==> src/hw/rtl/mlwf_pkg.sv <==
// Shared types, command constants and helpers for the memory LCD line write framer.
// Depends on nothing; used by the front, queue, back and top modules.
package mlwf_pkg;

   localparam logic [1:0] MODE_BEGIN = 2'd0;
   localparam logic [1:0] MODE_DATA  = 2'd1;
   localparam logic [1:0] MODE_CLEAR = 2'd2;

   localparam logic [7:0] CMD_WRITE = 8'h80;
   localparam logic [7:0] CMD_VCOM  = 8'h40;
   localparam logic [7:0] CMD_CLEAR = 8'h20;
   localparam logic [7:0] TRAILER   = 8'h00;
   localparam logic [7:0] BPL_RESET = 8'd50;

   typedef enum logic [1:0] {
      KIND_BEGIN,
      KIND_DATA,
      KIND_CLEAR
   } job_kind_type;

   // One classified item: everything the back end needs to emit its bytes.
   typedef struct packed {
      job_kind_type kind;
      logic [7:0]   first_byte;
      logic [7:0]   addr_byte;
      logic         line_wrap;
      logic         frame_close;
   } job_type;

   function automatic logic [7:0] reverse8(input logic [7:0] v);
      logic [7:0] r;
      for (int i = 0; i < 8; i++) begin
         r[i] = v[7 - i];
      end
      return r;
   endfunction

endpackage

==> src/hw/rtl/mlwf_front.sv <==
// Front end: accepts items, tracks frame, line and VCOM state, and classifies each
// item into a job for the queue. Depends on mlwf_pkg.
module mlwf_front (
   input  logic             clock,
   input  logic             reset,
   input  logic [7:0]       bytes_per_line,
   input  logic             req_valid,
   output logic             req_ready,
   input  logic [1:0]       req_mode,
   input  logic [7:0]       req_start_line,
   input  logic [7:0]       req_pixel_byte,
   input  logic             req_last_byte,
   input  logic             q_full,
   output logic             push_valid,
   output mlwf_pkg::job_type push_job
);

   logic       vcom_ff, vcom_in;
   logic [7:0] line_ff, line_in;
   logic [7:0] byte_ff, byte_in;
   logic       frame_open_ff, frame_open_in;

   logic       accept;
   logic [7:0] byte_next;
   logic [7:0] line_next;
   logic       line_wrap;
   logic [7:0] vcom_bits;

   assign req_ready = !q_full;
   assign accept    = req_valid && !q_full;
   assign byte_next = byte_ff + 8'd1;
   assign line_next = line_ff + 8'd1;
   assign line_wrap = (byte_next == bytes_per_line);
   assign vcom_bits = vcom_ff ? mlwf_pkg::CMD_VCOM : 8'h00;

   always_comb begin
      vcom_in       = vcom_ff;
      line_in       = line_ff;
      byte_in       = byte_ff;
      frame_open_in = frame_open_ff;
      push_valid    = 1'b0;

      push_job.kind        = mlwf_pkg::KIND_DATA;
      push_job.first_byte  = mlwf_pkg::reverse8(req_pixel_byte);
      push_job.addr_byte   = mlwf_pkg::reverse8(line_next);
      push_job.line_wrap   = line_wrap;
      push_job.frame_close = req_last_byte;

      if (accept) begin
         case (req_mode)
            mlwf_pkg::MODE_BEGIN: begin
               push_valid          = 1'b1;
               push_job.kind       = mlwf_pkg::KIND_BEGIN;
               push_job.first_byte = mlwf_pkg::CMD_WRITE | vcom_bits;
               push_job.addr_byte  = mlwf_pkg::reverse8(req_start_line);
               vcom_in             = !vcom_ff;
               line_in             = req_start_line;
               byte_in             = 8'd0;
               frame_open_in       = 1'b1;
            end
            mlwf_pkg::MODE_DATA: begin
               // drop data that arrives outside a frame
               if (frame_open_ff) begin
                  push_valid = 1'b1;
                  if (line_wrap) begin
                     byte_in = 8'd0;
                     line_in = line_next;
                  end else begin
                     byte_in = byte_next;
                  end
                  if (req_last_byte) begin
                     frame_open_in = 1'b0;
                  end
               end
            end
            mlwf_pkg::MODE_CLEAR: begin
               push_valid          = 1'b1;
               push_job.kind       = mlwf_pkg::KIND_CLEAR;
               push_job.first_byte = mlwf_pkg::CMD_CLEAR | vcom_bits;
               vcom_in             = !vcom_ff;
               frame_open_in       = 1'b0;
            end
            default: begin
            end
         endcase
      end
   end

   always_ff @(posedge clock) begin
      if (reset) begin
         vcom_ff       <= 1'b1;
         line_ff       <= 8'd0;
         byte_ff       <= 8'd0;
         frame_open_ff <= 1'b0;
      end else begin
         vcom_ff       <= vcom_in;
         line_ff       <= line_in;
         byte_ff       <= byte_in;
         frame_open_ff <= frame_open_in;
      end
   end

endmodule

==> src/hw/rtl/mlwf_queue.sv <==
// Short job queue between the front and back ends.
// Depends on mlwf_pkg for the job type.
module mlwf_queue #(
   parameter int DEPTH = 2
) (
   input  logic              clock,
   input  logic              reset,
   input  logic              push_valid,
   input  mlwf_pkg::job_type push_job,
   output logic              full,
   input  logic              pop,
   output logic              head_valid,
   output mlwf_pkg::job_type head_job
);

   localparam int PW = $clog2(DEPTH);
   localparam int CW = $clog2(DEPTH + 1);

   mlwf_pkg::job_type entries_ff [DEPTH];
   logic [PW-1:0] wr_ptr_ff, wr_ptr_in;
   logic [PW-1:0] rd_ptr_ff, rd_ptr_in;
   logic [CW-1:0] count_ff, count_in;
   logic          do_push, do_pop;

   assign full       = (count_ff == CW'(DEPTH));
   assign head_valid = (count_ff != '0);
   assign head_job   = entries_ff[rd_ptr_ff];
   assign do_push    = push_valid && !full;
   assign do_pop     = pop && head_valid;

   always_comb begin
      wr_ptr_in = wr_ptr_ff;
      rd_ptr_in = rd_ptr_ff;
      count_in  = count_ff;
      if (do_push) begin
         wr_ptr_in = (wr_ptr_ff == PW'(DEPTH - 1)) ? '0 : wr_ptr_ff + PW'(1);
      end
      if (do_pop) begin
         rd_ptr_in = (rd_ptr_ff == PW'(DEPTH - 1)) ? '0 : rd_ptr_ff + PW'(1);
      end
      if (do_push && !do_pop) begin
         count_in = count_ff + CW'(1);
      end else if (do_pop && !do_push) begin
         count_in = count_ff - CW'(1);
      end
   end

   always_ff @(posedge clock) begin
      if (reset) begin
         wr_ptr_ff <= '0;
         rd_ptr_ff <= '0;
         count_ff  <= '0;
      end else begin
         wr_ptr_ff <= wr_ptr_in;
         rd_ptr_ff <= rd_ptr_in;
         count_ff  <= count_in;
      end
   end

   always_ff @(posedge clock) begin
      if (do_push) begin
         entries_ff[wr_ptr_ff] <= push_job;
      end
   end

endmodule

==> src/hw/rtl/mlwf_back.sv <==
// Back end: expands each queued job into one to four wire bytes and holds them
// in the result register. Depends on mlwf_pkg.
module mlwf_back (
   input  logic              clock,
   input  logic              reset,
   input  logic              head_valid,
   input  mlwf_pkg::job_type head_job,
   output logic              pop,
   output logic              rsp_valid,
   input  logic              rsp_ready,
   output logic [7:0]        rsp_wire_byte,
   output logic              rsp_select_start,
   output logic              rsp_select_end,
   output logic              rsp_run_last
);

   logic [1:0] step_ff, step_in;
   logic       valid_ff, valid_in;
   logic [7:0] byte_ff, byte_in;
   logic       sel_start_ff, sel_start_in;
   logic       sel_end_ff, sel_end_in;
   logic       run_last_ff, run_last_in;

   logic       out_free;
   logic       advance;
   logic [7:0] cur_byte;
   logic       cur_ss, cur_se, cur_last;

   assign out_free = !valid_ff || rsp_ready;
   assign advance  = out_free && head_valid;
   assign pop      = advance && cur_last;

   // byte sequence of the head job at the current step
   always_comb begin
      cur_byte = mlwf_pkg::TRAILER;
      cur_ss   = 1'b0;
      cur_se   = 1'b0;
      cur_last = 1'b0;
      case (head_job.kind)
         mlwf_pkg::KIND_BEGIN: begin
            if (step_ff == 2'd0) begin
               cur_byte = head_job.first_byte;
               cur_ss   = 1'b1;
            end else begin
               cur_byte = head_job.addr_byte;
               cur_last = 1'b1;
            end
         end
         mlwf_pkg::KIND_CLEAR: begin
            if (step_ff == 2'd0) begin
               cur_byte = head_job.first_byte;
               cur_ss   = 1'b1;
            end else begin
               cur_se   = 1'b1;
               cur_last = 1'b1;
            end
         end
         mlwf_pkg::KIND_DATA: begin
            case (step_ff)
               2'd0: begin
                  cur_byte = head_job.first_byte;
                  cur_last = !head_job.line_wrap && !head_job.frame_close;
               end
               2'd1: begin
                  if (!head_job.line_wrap) begin
                     cur_se   = 1'b1;
                     cur_last = 1'b1;
                  end
               end
               2'd2: begin
                  cur_byte = head_job.addr_byte;
                  cur_last = !head_job.frame_close;
               end
               default: begin
                  cur_se   = 1'b1;
                  cur_last = 1'b1;
               end
            endcase
         end
         default: begin
            cur_byte = head_job.first_byte;
            cur_last = 1'b1;
         end
      endcase
   end

   always_comb begin
      step_in      = step_ff;
      valid_in     = valid_ff;
      byte_in      = byte_ff;
      sel_start_in = sel_start_ff;
      sel_end_in   = sel_end_ff;
      run_last_in  = run_last_ff;
      if (out_free) begin
         valid_in = head_valid;
      end
      if (advance) begin
         byte_in      = cur_byte;
         sel_start_in = cur_ss;
         sel_end_in   = cur_se;
         run_last_in  = cur_last;
         step_in      = cur_last ? 2'd0 : step_ff + 2'd1;
      end
   end

   always_ff @(posedge clock) begin
      if (reset) begin
         step_ff  <= 2'd0;
         valid_ff <= 1'b0;
      end else begin
         step_ff  <= step_in;
         valid_ff <= valid_in;
      end
   end

   always_ff @(posedge clock) begin
      byte_ff      <= byte_in;
      sel_start_ff <= sel_start_in;
      sel_end_ff   <= sel_end_in;
      run_last_ff  <= run_last_in;
   end

   assign rsp_valid        = valid_ff;
   assign rsp_wire_byte    = byte_ff;
   assign rsp_select_start = sel_start_ff;
   assign rsp_select_end   = sel_end_ff;
   assign rsp_run_last     = run_last_ff;

endmodule

==> src/hw/rtl/memory_lcd_line_write_framer_top.sv <==
// Top level of the memory LCD line write framer: register port, front end,
// job queue and back end. Depends on mlwf_pkg, mlwf_front, mlwf_queue, mlwf_back.
//
//   channel   direction  handshake             payload
//   req_      in         req_valid/req_ready   mode, start_line, pixel_byte, last_byte
//   rsp_      out        rsp_valid/rsp_ready   wire_byte, select_start, select_end, run_last
//   register  in         psel/penable/pready   bytes_per_line at byte address 0
//
// The front end takes one item per cycle while the job queue has room.
// The back end emits one byte per cycle while rsp_ready is high: two for begin and clear,
// one to four for data, so a pixel byte gives one wire byte unless it ends a line or the frame.
// No clearing pass follows reset.
// A stalled result holds in the output register; the queue lets items enter meanwhile until it is full.
module memory_lcd_line_write_framer_top #(
   parameter int QUEUE_DEPTH = 2
) (
   input  logic        clock,
   input  logic        reset,
   input  logic        psel,
   input  logic        penable,
   input  logic        pwrite,
   input  logic [2:0]  paddr,
   input  logic [31:0] pwdata,
   output logic [31:0] prdata,
   output logic        pready,
   input  logic        req_valid,
   output logic        req_ready,
   input  logic [1:0]  req_mode,
   input  logic [7:0]  req_start_line,
   input  logic [7:0]  req_pixel_byte,
   input  logic        req_last_byte,
   output logic        rsp_valid,
   input  logic        rsp_ready,
   output logic [7:0]  rsp_wire_byte,
   output logic        rsp_select_start,
   output logic        rsp_select_end,
   output logic        rsp_run_last
);

   logic [7:0]        bpl_ff, bpl_in;
   logic              q_full, push_valid, pop, head_valid;
   mlwf_pkg::job_type push_job, head_job;

   assign pready = 1'b1;
   assign prdata = (paddr[2] == 1'b0) ? {24'd0, bpl_ff} : 32'd0;

   always_comb begin
      bpl_in = bpl_ff;
      if (psel && penable && pwrite && (paddr[2] == 1'b0)) begin
         bpl_in = pwdata[7:0];
      end
   end

   always_ff @(posedge clock) begin
      if (reset) begin
         bpl_ff <= mlwf_pkg::BPL_RESET;
      end else begin
         bpl_ff <= bpl_in;
      end
   end

   mlwf_front u_front (
      .clock          (clock),
      .reset          (reset),
      .bytes_per_line (bpl_ff),
      .req_valid      (req_valid),
      .req_ready      (req_ready),
      .req_mode       (req_mode),
      .req_start_line (req_start_line),
      .req_pixel_byte (req_pixel_byte),
      .req_last_byte  (req_last_byte),
      .q_full         (q_full),
      .push_valid     (push_valid),
      .push_job       (push_job)
   );

   mlwf_queue #(
      .DEPTH (QUEUE_DEPTH)
   ) u_queue (
      .clock      (clock),
      .reset      (reset),
      .push_valid (push_valid),
      .push_job   (push_job),
      .full       (q_full),
      .pop        (pop),
      .head_valid (head_valid),
      .head_job   (head_job)
   );

   mlwf_back u_back (
      .clock            (clock),
      .reset            (reset),
      .head_valid       (head_valid),
      .head_job         (head_job),
      .pop              (pop),
      .rsp_valid        (rsp_valid),
      .rsp_ready        (rsp_ready),
      .rsp_wire_byte    (rsp_wire_byte),
      .rsp_select_start (rsp_select_start),
      .rsp_select_end   (rsp_select_end),
      .rsp_run_last     (rsp_run_last)
   );

   // select falls only on the closing byte of an item
   a_end_is_last: assert property (@(posedge clock) disable iff (reset)
      rsp_valid && rsp_select_end |-> rsp_run_last)
      else $error("select_end without run_last");

   // a command byte that raises select is never the whole item
   a_start_not_last: assert property (@(posedge clock) disable iff (reset)
      rsp_valid && rsp_select_start |-> !rsp_run_last)
      else $error("select_start on last result");

   a_start_is_command: assert property (@(posedge clock) disable iff (reset)
      rsp_valid && rsp_select_start |-> rsp_wire_byte[7] || rsp_wire_byte[5])
      else $error("select_start on a non-command byte");

   a_queue_pop_needs_slot: assert property (@(posedge clock) disable iff (reset)
      pop |-> head_valid && (!rsp_valid || rsp_ready))
      else $error("job popped without output slot");

endmodule

==> config.mk <==
export PLATFORM = sky130hd
export DESIGN_NAME = memory_lcd_line_write_framer_top
export DESIGN_NICKNAME = d
export VERILOG_FILES = /design/src/hw/rtl/mlwf_pkg.sv /design/src/hw/rtl/mlwf_front.sv /design/src/hw/rtl/mlwf_queue.sv /design/src/hw/rtl/mlwf_back.sv /design/src/hw/rtl/memory_lcd_line_write_framer_top.sv
export SDC_FILE = /design/constraint.sdc
export NUM_CORES = 1
export LEC_CHECK = 0
export ABC_AREA = 1
export BUFFER_PORTS_ARGS = -buffer_cell sky130_fd_sc_hd__buf_4
export CAP_MARGIN = 20
export CORE_ASPECT_RATIO = 0.7
export CORE_MARGIN = 3
export CORE_UTILIZATION = 41
export CTS_CLUSTER_DIAMETER = 30
export DETAILED_ROUTE_END_ITERATION = 7
export PLACE_DENSITY = 0.63
export SLEW_MARGIN = 10
export SYNTH_ARGS = -nofsm -noshare
export SYNTH_HDL_FRONTEND = slang
export SYNTH_SLANG_ARGS = --single-unit
==> constraint.sdc <==
create_clock -name clock -period 3 [get_ports clock]
set_input_delay 0.3 -clock clock [delete_from_list [all_inputs] [get_ports clock]]
set_output_delay 0.3 -clock clock [all_outputs]
set_load 0.02 [all_outputs]
==> reports/metrics.cfg <==
[layout]
diodes=0
layout-drive-gt1-share=0.161
fin_nets=619
filler_cell_count=909
final_cell_mix=nand2_1 (89), buf_4 (61), nor2_1 (60), inv_1 (59), edfxtp_1 (51)
mostFrequentLayoutCell=nand2_1
syn_to_final_growth_pct=18.5

[setup_path]
cp_data_required_time_ns=3.22
crit_arrival_ns=2.78
crit_type=reg -> reg
crit_path_start_kind=flop
worstPathMaxFanout=19
end_kind=flop

[synthesis]
ys_ff_latch=85
seq_area_frac_synth=0.515
syn_avg_cell_area_um2=8.83
ys_warn_count=0
async_reset_ff_frac=0
syn_area_mm2=0.00429
syn_inst=486
yosysUniqueCellTypes=35
ys.flop_type=edfxtp_1
synth-edff-count=51

[grt]
gr-total-overflow=0
gr-usage-all-layers=0.149
grt_pass1_wl_um=13900
grt_max_degree=21
grt_pass1_vias=2962
antenna_found_initial=0

[hold_path]
min_path_type=in -> reg

[detailed_routing]
antenna_left=0
vias_per_cell=4.70
wire_per_inst_um=12.7
firstDrtPassIters=4
wirelength_um=8650
vias=3199
drc_errors=0
dr.first_iter.drc_count=216

[power_and_ir_drop]
ir_worst_vdd_v=0.000311
power_density_mw_per_mm2=772
leakage_nw=2.16

[die]
ioPinCount=107
die_w_um=128
num_rows=30
initial_core_util=0.431
core_area_mm2=0.00995
die_height_um=91.6
dieArea_mm2=0.0118

[cts]
hold_buffers=0
insertion_delay_ns=0.33
cts_root_buf=clkbuf_16
cts_tree=done
cts.path.max_buffers=2
cts.sinks=85
cts_resized=0
cts_buffers=9
clk_pin_slew_ns=0.06
cts_setup_buffers=0
cts_max_level=3

[timing]
hold_viol_final=0
fmax_mhz=391
tightest_slew_ns=0.707
fin_skew_ns=0.00392
setup_viol=0
final-max-slew-violation-count=0
setup_slack_ns=0.440
post-route-period-util=0.853
final.setup.tns_ns=0
rsz0062_at_grt=false
period_needed_ns=2.56
slew_headroom=0.528

[status]
status=finished, final reports clean

[flow_run]
cap_violations=0

[placement]
place_ws_ns=0.478
dp_hpwl_um=6340
gp_congestion=0.815
io_buffers=55

==> synthesized netlist by cell type, types with 2 or more instances <==
library cell,n,area share
inv_1,59,0.052
buf_2,3,0.0035
nor2_1,60,0.052
buf_4,26,0.045
nand4_1,2,0.0029
o211ai_1,3,0.0052
nand3_1,27,0.031
o21a_1,2,0.0035
mux2i_1,17,0.040
nand2_1,89,0.078
conb_1,2,0.0017
ha_1,11,0.032
nand3_2,2,0.0047
edfxtp_1,51,0.36
o22ai_1,7,0.010
clkbuf_1,4,0.0035
o21ai_0,36,0.042
a21oi_1,18,0.021
or2_2,4,0.0058
nor2_2,3,0.0044
clkinv_1,2,0.0017
xor2_1,10,0.020
nor3_1,3,0.0035
dfxtp_1,34,0.16
==> layer usage <==
layer | vias to the layer above | global-route usage | share of wire
met5 | - | 0 | 0
li1 | 1669 | - | -
met4 | 0 | 0.0380 | 0.013
met2 | 69 | 0.237 | 0.47
met1 | 1453 | 0.195 | 0.47
met3 | 8 | 0.0523 | 0.054
==> worst max-delay path, cell delays in order, from the launching register on <==
cell and delay (ns):
dfxtp_1 0.36, buf_4 0.32, o21ai_0 0.21, inv_1 0.13, ha_1 0.18, inv_1 0.06, o21ai_0 0.07, inv_1 0.09
nand2_1 0.15, nand2_1 0.07, ha_1 0.32, a21oi_1 0.12, o21ai_0 0.12, o21ai_0 0.19, a21oi_1 0.06
==> kinds of logic (layout without fill, tap and decap cells) <==
logic type	after synthesis	after routing	synth area share
and+or+nand+nor	195	195	0.192
muxes	17	17	0.0396
buffers and inverters	96	139	0.109
xor gates and xnor gates	10	10	0.0204
other	2	25	0.00175
DFF	85	85	0.515
adders and majority gates	11	11	0.0321
AOI/OAI and AO/OA	70	70	0.0895
==> state kept, by name, summed over array words and instances (netlist names), named ones only <==
name / flops
bpl_ff: 8
u_back.rsp_run_last: 1
u_back.rsp_select_end: 1
u_back.rsp_select_start: 1
u_back.rsp_valid: 1
u_back.rsp_wire_byte: 8
u_back.step_ff: 2
u_front.byte_ff: 8
u_front.frame_open_ff: 1
u_front.line_ff: 8
u_front.vcom_ff: 1
u_queue.count_ff: 2
u_queue.entries_ff: 40
u_queue.rd_ptr_ff: 1
u_queue.wr_ptr_ff: 1
==> per-stage QoR <==
stage | std cells | total power (W) | util | area, µm² | hold WS [ns]
2_1_floorplan | 509 | 0.00240 | - | 4380 | 0.369
3_3_place_gp | 664 | 0.00273 | 0.478 | 4760 | 0.447
3_5_place_dp | 664 | 0.00276 | 0.478 | 4760 | 0.455
4_1_cts | 680 | 0.00396 | 0.511 | 5080 | 0.156
5_1_grt | 680 | 0.00416 | 0.511 | 5080 | 0.149
6_report | 680 | 0.00392 | 0.511 | 5080 | 0.171
==> final timing paths <==
kind,start,endpoint,slack (ns),cells after the start
worst max-delay path,flop,u_queue.count_ff[1]$_SDFFE_PP0P_,0.44,14
worst min-delay path,req_last_byte,u_queue.entries_ff[1][0]$_DFFE_PP_,0.17,1
worst max register to register,flop,u_queue.count_ff[1]$_SDFFE_PP0P_,0.44,14
worst min register to register,u_front.vcom_ff$_SDFFE_PP1P_,u_front.vcom_ff$_SDFFE_PP1P_,0.48,2
==> where the power goes <==
group	total (W)	switching [W]	internal, W
sequential	0.00158	0.0000780	0.00150
clock	0.00119	0.000453	0.000738
combinational	0.00115	0.000726	0.000429
==> final cells by class <==
class	instances	area, µm²	share of cell area
clock buffer	10	229	0.0450
clock inverter	6	95.1	0.0187
inverter	62	233	0.0458
multi-input combinational	328	1700	0.334
sequential	85	2210	0.435
tap	128	160	0.0315
timing repair buffer	61	458	0.0901
No activity file was read; power rests on OpenSTA's default activity.
